`src/hdl/gde_pkg.sv`:
```
`timescale 1ns / 1ps
// ----------------------------------------------------------------------------
// gde_pkg
// Shared types, constants and the metadata table for device enumeration.
// ----------------------------------------------------------------------------
package gde_pkg;

  localparam int METADATA_LEN = 182;
  localparam int CHUNK_MAX    = 58;
  localparam int PACKET_MAX   = 64;

  localparam logic [7:0] CMD_ACK      = 8'h01;
  localparam logic [7:0] CMD_HELLO    = 8'h02;
  localparam logic [7:0] CMD_META     = 8'h04;
  localparam logic [7:0] CMD_START    = 8'h05;
  localparam logic [7:0] FLG_FIRST    = 8'hf0;
  localparam logic [7:0] FLG_CHUNK    = 8'ha0;
  localparam logic [7:0] FLG_LASTBIT  = 8'h10;
  localparam logic [7:0] FLG_SYSTEM   = 8'h20;

  localparam logic [7:0] META_LEN_B   = 8'(METADATA_LEN);
  localparam logic [5:0] CHUNK_MAX_B  = 6'(CHUNK_MAX);

  // configuration register indexes (byte address = index * 4)
  localparam logic [1:0] REG_INTERVAL = 2'd0;
  localparam logic [1:0] REG_VID      = 2'd1;
  localparam logic [1:0] REG_PID      = 2'd2;

  typedef enum logic [1:0] {
    ACT_RX    = 2'd0,
    ACT_POLL  = 2'd1,
    ACT_RESET = 2'd2,
    ACT_NONE  = 2'd3
  } action_t;

  typedef enum logic [1:0] {
    PS_ARRIVAL  = 2'd0,
    PS_METADATA = 2'd1,
    PS_IDLE     = 2'd2,
    PS_ACTIVE   = 2'd3
  } proto_t;

  typedef enum logic [2:0] {
    MP_NONE       = 3'd0,
    MP_SEND_FIRST = 3'd1,
    MP_WAIT_FIRST = 3'd2,
    MP_SEND_REST  = 3'd3,
    MP_WAIT_FINAL = 3'd4,
    MP_SEND_DONE  = 3'd5
  } phase_t;

  typedef enum logic [1:0] {
    PK_HELLO = 2'd0,
    PK_ACK   = 2'd1,
    PK_CHUNK = 2'd2
  } pkind_t;

  // One outgoing packet: ack uses hflags/cmd/size, chunk uses hflags/where/start/count.
  typedef struct packed {
    pkind_t     kind;
    proto_t     link_state;
    logic [7:0] seq;
    logic [7:0] hflags;
    logic [7:0] cmd;
    logic [7:0] size;
    logic [7:0] where;
    logic [7:0] start;
    logic [5:0] count;
    logic [6:0] len;
  } desc_t;

  localparam logic [7:0] META_ROM [0:METADATA_LEN-1] = '{
    8'h10, 8'h00, 8'h01, 8'h00, 8'h00, 8'h00, 8'h00, 8'h00,
    8'h00, 8'h00, 8'h00, 8'h00, 8'h00, 8'h00, 8'hb6, 8'h00,
    8'h77, 8'h00, 8'h16, 8'h00, 8'h1b, 8'h00, 8'h1c, 8'h00,
    8'h23, 8'h00, 8'h29, 8'h00, 8'h46, 8'h00, 8'h00, 8'h00,
    8'h00, 8'h00, 8'h00, 8'h00, 8'h00, 8'h00, 8'h01, 8'h01,
    8'h00, 8'h00, 8'h00, 8'h00, 8'h06, 8'h01, 8'h02, 8'h03,
    8'h04, 8'h06, 8'h07, 8'h05, 8'h01, 8'h04, 8'h05, 8'h06,
    8'h0a, 8'h01, 8'h1a, 8'h00, 8'h57, 8'h69, 8'h6e, 8'h64,
    8'h6f, 8'h77, 8'h73, 8'h2e, 8'h58, 8'h62, 8'h6f, 8'h78,
    8'h2e, 8'h49, 8'h6e, 8'h70, 8'h75, 8'h74, 8'h2e, 8'h47,
    8'h61, 8'h6d, 8'h65, 8'h70, 8'h61, 8'h64, 8'h03, 8'h56,
    8'hff, 8'h76, 8'h97, 8'hfd, 8'h9b, 8'h81, 8'h45, 8'had,
    8'h45, 8'hb6, 8'h45, 8'hbb, 8'ha5, 8'h26, 8'hd6, 8'h2c,
    8'h40, 8'h2e, 8'h08, 8'hdf, 8'h07, 8'he1, 8'h45, 8'ha5,
    8'hab, 8'ha3, 8'h12, 8'h7a, 8'hf1, 8'h97, 8'hb5, 8'he7,
    8'h1f, 8'hf3, 8'hb8, 8'h86, 8'h73, 8'he9, 8'h40, 8'ha9,
    8'hf8, 8'h2f, 8'h21, 8'h26, 8'h3a, 8'hcf, 8'hb7, 8'h02,
    8'h17, 8'h00, 8'h20, 8'h0e, 8'h00, 8'h01, 8'h00, 8'h10,
    8'h00, 8'h00, 8'h00, 8'h00, 8'h00, 8'h00, 8'h00, 8'h00,
    8'h00, 8'h00, 8'h00, 8'h00, 8'h00, 8'h00, 8'h00, 8'h17,
    8'h00, 8'h09, 8'h09, 8'h00, 8'h01, 8'h00, 8'h08, 8'h00,
    8'h00, 8'h00, 8'h00, 8'h00, 8'h00, 8'h00, 8'h00, 8'h00,
    8'h00, 8'h00, 8'h00, 8'h00, 8'h00, 8'h00
  };

  function automatic logic [7:0] rom_rd(input logic [7:0] a);
    rom_rd = (a < META_LEN_B) ? META_ROM[a] : 8'h00;
  endfunction

  // Advance the sequence number, skipping zero on wrap.
  function automatic logic [7:0] bump(input logic [7:0] s);
    bump = (s == 8'hff) ? 8'h01 : s + 8'h01;
  endfunction

endpackage

```
`src/hdl/gde_fifo.sv`:
```
`timescale 1ns / 1ps
// ----------------------------------------------------------------------------
// gde_fifo
// Two-entry descriptor queue between the front and the back.
// ----------------------------------------------------------------------------
module gde_fifo (
  input  logic           clk,
  input  logic           rst_n,
  input  logic           wr_en,
  input  gde_pkg::desc_t wr_data,
  output logic           full,
  input  logic           rd_en,
  output gde_pkg::desc_t rd_data,
  output logic           empty
);
  import gde_pkg::*;

  desc_t      mem_r [0:1];
  logic       wp_r, rp_r;
  logic [1:0] cnt_r;

  assign full    = (cnt_r == 2'd2);
  assign empty   = (cnt_r == 2'd0);
  assign rd_data = mem_r[rp_r];

  always_ff @(posedge clk) begin
    if (wr_en) begin
      mem_r[wp_r] <= wr_data;
    end
  end

  always_ff @(posedge clk) begin
    if (!rst_n) begin
      wp_r  <= 1'b0;
      rp_r  <= 1'b0;
      cnt_r <= 2'd0;
    end else begin
      if (wr_en) wp_r <= ~wp_r;
      if (rd_en) rp_r <= ~rp_r;
      cnt_r <= cnt_r + {1'b0, wr_en} - {1'b0, rd_en};
    end
  end
endmodule

```
`src/hdl/gde_front.sv`:
```
`timescale 1ns / 1ps
// ----------------------------------------------------------------------------
// gde_front
// Protocol state and item classification; emits one descriptor per packet.
// ----------------------------------------------------------------------------
module gde_front (
  input  logic           clk,
  input  logic           rst_n,
  input  logic           acc,
  input  logic [1:0]     action,
  input  logic [6:0]     pkt_len,
  input  logic [7:0]     pkt_cmd,
  input  logic [7:0]     pkt_flags,
  input  logic [7:0]     pkt_size_byte,
  input  logic [7:0]     pkt_byte4,
  input  logic [7:0]     pkt_byte5,
  input  logic [31:0]    ack_offset,
  input  logic [15:0]    ack_remaining,
  input  logic [62:0]    now_us,
  input  logic           link_ready,
  input  logic [31:0]    hello_interval,
  output logic           d_push,
  output gde_pkg::desc_t d_out
);
  import gde_pkg::*;

  proto_t      ps_r, ps_nxt;
  phase_t      mp_r, mp_nxt;
  logic [7:0]  seq_r, seq_nxt;
  logic [62:0] last_r, last_nxt;
  logic [7:0]  off_r, off_nxt;
  logic [7:0]  mseq_r, mseq_nxt;
  logic        aw_r, aw_nxt;
  logic        send;
  desc_t       d;
  logic [7:0]  rem;
  logic [5:0]  cnt;
  logic [62:0] gap;
  logic        due;

  always_comb begin
    rem = META_LEN_B - off_r;
    cnt = (rem > {2'b00, CHUNK_MAX_B}) ? CHUNK_MAX_B : rem[5:0];
    gap = now_us - last_r;
    due = (last_r == '0) || ((now_us >= last_r) && (gap >= {31'd0, hello_interval}));

    ps_nxt   = ps_r;
    mp_nxt   = mp_r;
    seq_nxt  = seq_r;
    last_nxt = last_r;
    off_nxt  = off_r;
    mseq_nxt = mseq_r;
    aw_nxt   = aw_r;
    send     = 1'b0;
    d        = '0;

    case (action_t'(action))
      ACT_RX: begin
        if (pkt_len >= 7'd4) begin
          if (pkt_cmd == CMD_ACK) begin
            if (pkt_len >= 7'd13 && pkt_byte4 == 8'h00 && pkt_byte5 == CMD_META) begin
              if (mp_r == MP_WAIT_FIRST && ack_offset >= {24'd0, off_r}) begin
                mp_nxt = MP_SEND_REST;
              end else if (mp_r == MP_WAIT_FINAL && ack_offset >= 32'(METADATA_LEN)
                           && ack_remaining == 16'd0) begin
                mp_nxt = MP_SEND_DONE;
              end
            end
          end else if (pkt_cmd == CMD_META) begin
            if (mp_r == MP_NONE) begin
              aw_nxt   = 1'b0;
              off_nxt  = 8'd0;
              seq_nxt  = bump(seq_r);
              mseq_nxt = seq_nxt;
              mp_nxt   = MP_SEND_FIRST;
              ps_nxt   = PS_METADATA;
            end
          end else if (pkt_cmd == CMD_START) begin
            aw_nxt = 1'b1;
            if (mp_r == MP_NONE) ps_nxt = PS_ACTIVE;
          end
          if (pkt_flags[4]) begin
            seq_nxt = bump(seq_nxt);
            if (link_ready) begin
              send     = 1'b1;
              d.kind   = PK_ACK;
              d.seq    = seq_nxt;
              d.cmd    = pkt_cmd;
              d.hflags = pkt_flags & 8'hf0;
              d.size   = pkt_size_byte;
              d.len    = 7'd13;
            end
          end
        end
      end
      ACT_POLL: begin
        if (link_ready) begin
          if (mp_r == MP_SEND_FIRST || mp_r == MP_SEND_REST) begin
            send    = 1'b1;
            d.kind  = PK_CHUNK;
            d.seq   = mseq_r;
            d.start = off_r;
            d.count = cnt;
            d.len   = 7'd6 + {1'b0, cnt};
            off_nxt = off_r + {2'b00, cnt};
            if (mp_r == MP_SEND_FIRST) begin
              d.hflags = FLG_FIRST;
              d.where  = META_LEN_B;
              mp_nxt   = MP_WAIT_FIRST;
            end else begin
              d.hflags = (rem <= {2'b00, CHUNK_MAX_B}) ? (FLG_CHUNK | FLG_LASTBIT) : FLG_CHUNK;
              d.where  = off_r;
              mp_nxt   = (off_nxt >= META_LEN_B) ? MP_WAIT_FINAL : MP_SEND_REST;
            end
          end else if (mp_r == MP_SEND_DONE) begin
            send     = 1'b1;
            d.kind   = PK_CHUNK;
            d.seq    = mseq_r;
            d.hflags = FLG_CHUNK;
            d.where  = META_LEN_B;
            d.len    = 7'd6;
            mp_nxt   = MP_NONE;
            ps_nxt   = aw_r ? PS_ACTIVE : PS_IDLE;
          end else if (ps_r == PS_ARRIVAL && due) begin
            send     = 1'b1;
            seq_nxt  = bump(seq_r);
            d.kind   = PK_HELLO;
            d.seq    = seq_nxt;
            d.len    = 7'd32;
            last_nxt = now_us;
          end
        end
      end
      ACT_RESET: begin
        ps_nxt   = PS_ARRIVAL;
        mp_nxt   = MP_NONE;
        seq_nxt  = 8'd0;
        last_nxt = '0;
        off_nxt  = 8'd0;
        mseq_nxt = 8'd0;
        aw_nxt   = 1'b0;
      end
      default: begin
      end
    endcase
    d.link_state = ps_nxt;
  end

  assign d_push = acc && send;
  assign d_out  = d;

  always_ff @(posedge clk) begin
    if (!rst_n) begin
      ps_r   <= PS_ARRIVAL;
      mp_r   <= MP_NONE;
      seq_r  <= 8'd0;
      last_r <= '0;
      off_r  <= 8'd0;
      mseq_r <= 8'd0;
      aw_r   <= 1'b0;
    end else if (acc) begin
      ps_r   <= ps_nxt;
      mp_r   <= mp_nxt;
      seq_r  <= seq_nxt;
      last_r <= last_nxt;
      off_r  <= off_nxt;
      mseq_r <= mseq_nxt;
      aw_r   <= aw_nxt;
    end
  end
endmodule

```
`src/hdl/gde_back.sv`:
```
`timescale 1ns / 1ps
// ----------------------------------------------------------------------------
// gde_back
// Packet serialiser: walks a descriptor one byte per cycle into the output while the output slot is free.
// ----------------------------------------------------------------------------
module gde_back (
  input  logic           clk,
  input  logic           rst_n,
  input  logic           q_empty,
  input  gde_pkg::desc_t q_data,
  output logic           q_pop,
  input  logic [15:0]    vendor_id,
  input  logic [15:0]    product_id,
  output logic [7:0]     out_byte,
  output logic           out_last,
  output logic [1:0]     out_link_state,
  output logic           empty,
  input  logic           pop
);
  import gde_pkg::*;

  desc_t      desc_r;
  logic       busy_r;
  logic [5:0] idx_r;
  logic       ov_r;
  logic [7:0] ob_r;
  logic       ol_r;
  logic [1:0] os_r;
  logic       slot_free, emit, fin;
  logic [7:0] b;
  logic [5:0] di;

  assign slot_free = !ov_r || pop;
  assign emit      = busy_r && slot_free;
  assign fin       = ({1'b0, idx_r} + 7'd1) == desc_r.len;
  assign q_pop     = !busy_r && !q_empty;

  always_comb begin
    di = idx_r - 6'd6;
    b  = 8'h00;
    case (desc_r.kind)
      PK_HELLO: begin
        case (idx_r)
          6'd0:  b = CMD_HELLO;
          6'd1:  b = FLG_SYSTEM;
          6'd2:  b = desc_r.seq;
          6'd3:  b = 8'd28;
          6'd4:  b = 8'he2;
          6'd5:  b = 8'h17;
          6'd6:  b = 8'h05;
          6'd7:  b = 8'h11;
          6'd8:  b = 8'h0b;
          6'd12: b = vendor_id[7:0];
          6'd13: b = vendor_id[15:8];
          6'd14: b = product_id[7:0];
          6'd15: b = product_id[15:8];
          6'd16: b = 8'h01;
          6'd24: b = 8'h01;
          default: b = 8'h00;
        endcase
      end
      PK_ACK: begin
        case (idx_r)
          6'd0:  b = CMD_ACK;
          6'd1:  b = FLG_SYSTEM;
          6'd2:  b = desc_r.seq;
          6'd3:  b = 8'd9;
          6'd5:  b = desc_r.cmd;
          6'd6:  b = desc_r.hflags;
          6'd7:  b = desc_r.size;
          default: b = 8'h00;
        endcase
      end
      PK_CHUNK: begin
        // one-byte offset needs a pad byte to land the data on an even position
        case (idx_r)
          6'd0: b = CMD_META;
          6'd1: b = desc_r.hflags;
          6'd2: b = desc_r.seq;
          6'd3: b = desc_r.where[7] ? {2'b00, desc_r.count} : {2'b10, desc_r.count};
          6'd4: b = desc_r.where[7] ? (desc_r.where | 8'h80) : 8'h00;
          6'd5: b = desc_r.where[7] ? 8'h01 : desc_r.where;
          default: b = rom_rd(desc_r.start + {2'b00, di});
        endcase
      end
      default: b = 8'h00;
    endcase
  end

  always_ff @(posedge clk) begin
    if (q_pop) desc_r <= q_data;
    if (emit) begin
      ob_r <= b;
      ol_r <= fin;
      os_r <= desc_r.link_state;
    end
  end

  always_ff @(posedge clk) begin
    if (!rst_n) begin
      busy_r <= 1'b0;
      idx_r  <= 6'd0;
      ov_r   <= 1'b0;
    end else begin
      if (q_pop) begin
        busy_r <= 1'b1;
        idx_r  <= 6'd0;
      end else if (emit) begin
        idx_r <= idx_r + 6'd1;
        if (fin) busy_r <= 1'b0;
      end
      if (emit) ov_r <= 1'b1;
      else if (pop) ov_r <= 1'b0;
    end
  end

  assign empty          = !ov_r;
  assign out_byte       = ob_r;
  assign out_last       = ol_r;
  assign out_link_state = os_r;
endmodule

```
`src/hdl/gip_device_enumeration.sv`:
```
`timescale 1ns / 1ps
// ----------------------------------------------------------------------------
// gip_device_enumeration
// Device side of the enumeration handshake: hello, metadata chunks and acks.
// ----------------------------------------------------------------------------
// Each accepted item updates the protocol state in the same cycle and, if it
// calls for a packet, queues a descriptor; the serialiser then transfers the
// packet one byte per cycle while the output is not stalled (6 to 64 bytes
// for chunks, 13 for an ack, 32 for a hello). The two-entry descriptor queue
// lets the front accept up to two packets ahead of the serialiser.
// Configuration sits on an APB-style port: hello interval at 0x0, vendor id
// at 0x4, product id at 0x8.
module gip_device_enumeration (
  input  logic        clk,
  input  logic        rst_n,
  input  logic        push,
  output logic        full,
  input  logic [1:0]  in_action,
  input  logic [6:0]  in_pkt_len,
  input  logic [7:0]  in_pkt_cmd,
  input  logic [7:0]  in_pkt_flags,
  input  logic [7:0]  in_pkt_size_byte,
  input  logic [7:0]  in_pkt_byte4,
  input  logic [7:0]  in_pkt_byte5,
  input  logic [31:0] in_ack_offset,
  input  logic [15:0] in_ack_remaining,
  input  logic [62:0] in_now_us,
  input  logic        in_link_ready,
  output logic        empty,
  input  logic        pop,
  output logic [7:0]  out_byte,
  output logic        out_last,
  output logic [1:0]  out_link_state,
  input  logic        psel,
  input  logic        penable,
  input  logic        pwrite,
  input  logic [3:0]  paddr,
  input  logic [31:0] pwdata,
  output logic [31:0] prdata,
  output logic        pready
);
  import gde_pkg::*;

  logic [31:0] interval_r;
  logic [15:0] vid_r, pid_r;
  logic        acc, d_push, q_empty, q_pop;
  desc_t       d_in, q_data;

  assign pready = 1'b1;
  assign acc    = push && !full;

  // register file: write on the access phase
  always_ff @(posedge clk) begin
    if (!rst_n) begin
      interval_r <= 32'd500000;
      vid_r      <= 16'd0;
      pid_r      <= 16'd0;
    end else if (psel && penable && pwrite) begin
      case (paddr[3:2])
        REG_INTERVAL: interval_r <= pwdata;
        REG_VID:      vid_r      <= pwdata[15:0];
        REG_PID:      pid_r      <= pwdata[15:0];
        default: ;
      endcase
    end
  end

  always_comb begin
    case (paddr[3:2])
      REG_INTERVAL: prdata = interval_r;
      REG_VID:      prdata = {16'd0, vid_r};
      REG_PID:      prdata = {16'd0, pid_r};
      default:      prdata = 32'd0;
    endcase
  end

  gde_front u_front (
    .clk(clk), .rst_n(rst_n), .acc(acc),
    .action(in_action), .pkt_len(in_pkt_len), .pkt_cmd(in_pkt_cmd),
    .pkt_flags(in_pkt_flags), .pkt_size_byte(in_pkt_size_byte),
    .pkt_byte4(in_pkt_byte4), .pkt_byte5(in_pkt_byte5),
    .ack_offset(in_ack_offset), .ack_remaining(in_ack_remaining),
    .now_us(in_now_us), .link_ready(in_link_ready),
    .hello_interval(interval_r), .d_push(d_push), .d_out(d_in)
  );

  // hold new items off while the queue cannot take a descriptor
  gde_fifo u_fifo (
    .clk(clk), .rst_n(rst_n), .wr_en(d_push), .wr_data(d_in), .full(full),
    .rd_en(q_pop), .rd_data(q_data), .empty(q_empty)
  );

  gde_back u_back (
    .clk(clk), .rst_n(rst_n), .q_empty(q_empty), .q_data(q_data), .q_pop(q_pop),
    .vendor_id(vid_r), .product_id(pid_r),
    .out_byte(out_byte), .out_last(out_last), .out_link_state(out_link_state),
    .empty(empty), .pop(pop)
  );
endmodule

```
`config.mk`:
```
export PLATFORM = sky130hd
export DESIGN_NAME = gip_device_enumeration
export DESIGN_NICKNAME = d
export VERILOG_FILES = /design/src/hdl/gde_pkg.sv /design/src/hdl/gde_fifo.sv /design/src/hdl/gde_front.sv /design/src/hdl/gde_back.sv /design/src/hdl/gip_device_enumeration.sv
export SDC_FILE = /design/constraint.sdc
export NUM_CORES = 1
export LEC_CHECK = 0
export ABC_CLOCK_PERIOD_IN_PS = 9400
export BUFFER_PORTS_ARGS = -buffer_cell sky130_fd_sc_hd__buf_2
export CELL_PAD_IN_SITES_DETAIL_PLACEMENT = 1
export CELL_PAD_IN_SITES_GLOBAL_PLACEMENT = 1
export CORE_MARGIN = 2
export CORE_UTILIZATION = 47
export CTS_BUF_LIST = sky130_fd_sc_hd__clkbuf_4
export DETAILED_ROUTE_END_ITERATION = 16
export PLACE_DENSITY = 0.85
export SYNTH_ARGS = -nofsm -noshare
export SYNTH_HDL_FRONTEND = slang
export SYNTH_SLANG_ARGS = --single-unit
```
`constraint.sdc`:
```
create_clock -name clk -period 9.4 [get_ports clk]
set_clock_uncertainty 0.15 [all_clocks]
set_input_delay 0.47 -clock clk [delete_from_list [all_inputs] [get_ports clk]]
set_output_delay 0.47 -clock clk [all_outputs]
set_load 0.005 [all_outputs]
```
==> results.sh <==
export IMPL_gp_congestion=0.959
export IMPL_synth_cell_types=100
export IMPL_die_area_um2=52300
export IMPL_grt_first_pass_wirelength_um=139000
export IMPL_rsz0062_at_grt="no"
export IMPL_syn_area_per_cell_um2=8.69
export IMPL_start_util_pct=47.5
export IMPL_synth_area_top_cells="edfxtp_1 (25%), dfxtp_1 (14%), ha_1 (7.5%)"
export IMPL_antenna_found_initial=7
export IMPL_synth_ff_type="edfxtp_1"
export IMPL_p_per_area_nw_per_um2=214
export IMPL_cts_buffer_depth=3
export IMPL_synth_top_area_share_pct=24.6
export IMPL_finalSetupViolations=0
export IMPL_synth_net_count=3077
export IMPL_cts_root_buffer="clkbuf_4"
export IMPL_numCtsBuffers=96
export IMPL_fin_tns_setup_ns=0
export IMPL_cp_required_ns=9.70
export IMPL_cts_repair_resized=0
export IMPL_max_cap_viol_count=0
export IMPL_instances_no_fill=3798
export IMPL_synthArstFlopShare_pct=0
export IMPL_ant_nets=0
export IMPL_routed_wirelength_um=89000
export IMPL_start_kind="flop"
export IMPL_drv_slew=0
export IMPL_arrival_ns=7.83
export IMPL_slew_headroom_pct=21.3
export IMPL_hold_viol_final=0
export IMPL_htreeDepth=3
export IMPL_end_kind="flop"
export IMPL_core_um2=50000
export IMPL_grt_max_degree=83
export IMPL_status="complete, no violations"
export IMPL_fin_crit_sh_pct=80.2
export IMPL_wire_per_inst_um=23.4
export IMPL_ys_ff_latch=363
export IMPL_row_count=82
export IMPL_drcViolationCount=0
export IMPL_drt_pre_antenna_iters=6
export IMPL_synth_cells=2729
export IMPL_yosysWarnings=0
export IMPL_via_per_inst=6.24
export IMPL_vdd_ir_drop_max_v=0.000229
export IMPL_synth_edf_count=194
export IMPL_overflow=0
export IMPL_cp_max_fo=36
export IMPL_grtUsageTotal_pct=33.3
export IMPL_period_minus_slack_ns=7.53
export IMPL_fin_nets=3405
export IMPL_syn_to_final_growth_pct=16.6
export IMPL_cts_setup_buffers=0
export IMPL_p_leak_nw=10.4
export IMPL_fmax_mhz=133
export IMPL_ys_seq_area_share_pct=38.8
export IMPL_clkLatencyLatePin_ns=0.86
export IMPL_vias=23700
export IMPL_io_pin_count=250
export IMPL_synth_area_leader_cell="edfxtp_1"
export IMPL_chipHeight_um=229
export IMPL_setup_worst_path_class="reg -> reg"
export IMPL_worst_slew_pin_slew_ns=1.18
export IMPL_dpl_cell_count=3513
export IMPL_grt_pass1_vias=24400
export IMPL_path_clk_slew_ns=0.08
export IMPL_cts_sinks=363
export IMPL_min_path_type="in -> reg"
export IMPL_synth_area_um2=23700
export IMPL_cts_tree="done"
export IMPL_dp_hpwl_um=62900
export IMPL_die_w_um=229
export IMPL_drtIter0Drc=2164
export IMPL_synthTopCellsByCount="nand2_1 (371), a21oi_1 (272), edfxtp_1 (194), nor2_1 (194), dfxtp_1 (169)"
export IMPL_drive_above_1_share_pct=17.0
export IMPL_port_buffers=242
export IMPL_yosysMostFrequentCell="nand2_1"
export IMPL_final_util_pct=55.3
## timing repair
| item | in CTS | in global routing |
|---|---|---|
| endpoints found under the hold margin | 179 | 0 |
| endpoints found under the setup margin | 0 | 0 |
| hold buffers | 118 | 0 |
## path summary, 6_finish.rpt
path                                         start  slack (ns)  cells past startpoint                        to
worst min register to register   u_back.desc_r[61]        0.27                      0  u_back.out_link_state[0]
worst max-delay path            u_front.last_r[10]        1.87                     23       u_fifo.mem_r[0][15]
worst max register to register  u_front.last_r[10]        1.87                     23       u_fifo.mem_r[0][15]
worst min-delay path                 in_link_ready        0.10                      3        u_fifo.mem_r[1][3]
## where the power goes
part	internal, W	total [W]	switching (W)
logic	0.000843	0.00250	0.00166
registers	0.00190	0.00203	0.000129
clock network	0.000679	0.00138	0.000705
## state kept, by name, summed over array words and instances (netlist names), 2 cells and up
| signal | cells |
|---|---|
| vid_r | 16 |
| u_front.mseq_r | 8 |
| u_fifo.cnt_r | 2 |
| interval_r | 32 |
| u_front.last_r | 63 |
| u_fifo.mem_r | 122 |
| u_back.out_byte | 8 |
| u_front.off_r | 8 |
| pid_r | 16 |
| u_front.seq_r | 8 |
| u_back.desc_r | 61 |
| u_front.mp_r | 3 |
| u_back.out_link_state | 2 |
| u_front.ps_r | 2 |
| u_back.idx_r | 6 |
## layout make-up
type                    instances  area (um2)
diodes                          4        10.0
clock buffers                 132         991
clock inverters                31         170
fillers                      5966       22300
inverters                     164         616
multi-input cells            2049       13300
flip-flops and latches        363        9210
well taps                     672         841
repair buffers                383        2560
## routing by layer
layer	track usage, %	share of wire (%)	vias up
met2	55.7	47	1088
met1	42.9	42	11700
met5	0	0.029	-
met3	6.10	7.4	184
met4	12.3	3.0	4
li1	-	-	10700
## worst max-delay path: stages (launching register included)
cell	delay, ns
dfxtp_1	0.47
inv_1	0.08
ha_1	0.50
nand4_2	0.22
a2111oi_4	0.32
a211oi_2	0.15
o211ai_1	0.68
a21oi_1	0.18
xnor2_1	0.22
ha_1	0.33
nand4_1	0.10
nor3_1	0.22
nand3_1	0.15
nor3_1	0.28
nand2_1	0.14
or4_1	0.67
o2111ai_1	0.17
nor4_1	0.08
and4_1	0.23
nand4_2	0.17
a211oi_1	0.15
or3_1	0.40
inv_2	0.46
buf_4	0.54
## cells by family (layout without fill, tap and decap cells)
family | count (synthesis) | after routing | synth area share [%]
multiplexers | 93 | 93 | 4.26
XOR/XNOR | 90 | 90 | 3.32
flip-flops | 363 | 363 | 38.8
other | 1 | 5 | 0.0158
AND/OR/NAND/NOR | 893 | 893 | 17.4
adder cells (fa/ha/maj) | 144 | 144 | 7.66
buffers and inverters | 317 | 710 | 5.58
AO/OA/AOI/OAI | 828 | 828 | 22.9
## layout by cell type (no fill, tap or decap), types with 17 or more instances in the layout
cell type / n
inv_1: 160
nor2_1: 192
nor3_1: 69
ha_1: 142
buf_4: 23
edfxtp_1: 194
o211ai_1: 27
nand4_1: 51
mux2_2: 63
o22ai_1: 17
nand3_1: 44
a21o_1: 30
and2_1: 24
mux2i_1: 30
a22oi_1: 21
clkbuf_4: 132
xor2_1: 38
a31oi_1: 29
a22o_1: 66
xnor2_1: 46
dfxtp_1: 168
nand2_1: 371
a21oi_1: 272
nor4_1: 42
dlygate4sd3_1: 118
buf_2: 242
a211oi_1: 26
o21ai_0: 163
## per-stage QoR
| stage | hold slack (ns) | setup WS [ns] | total power, W | instance area [um2] |
|---|---|---|---|---|
| CTS | 0.0280 | 1.94 | 0.00587 | 27600 |
| global route | 0.0914 | 1.40 | 0.00625 | 27700 |
| detailed placement | 0.268 | 1.69 | 0.00445 | 25300 |
| finish | 0.102 | 1.87 | 0.00591 | 27700 |
| floorplan | 0.250 | 1.56 | 0.00365 | 23700 |
| global placement | 0.252 | 1.86 | 0.00436 | 25300 |
Power figures use the tool's default switching activity.
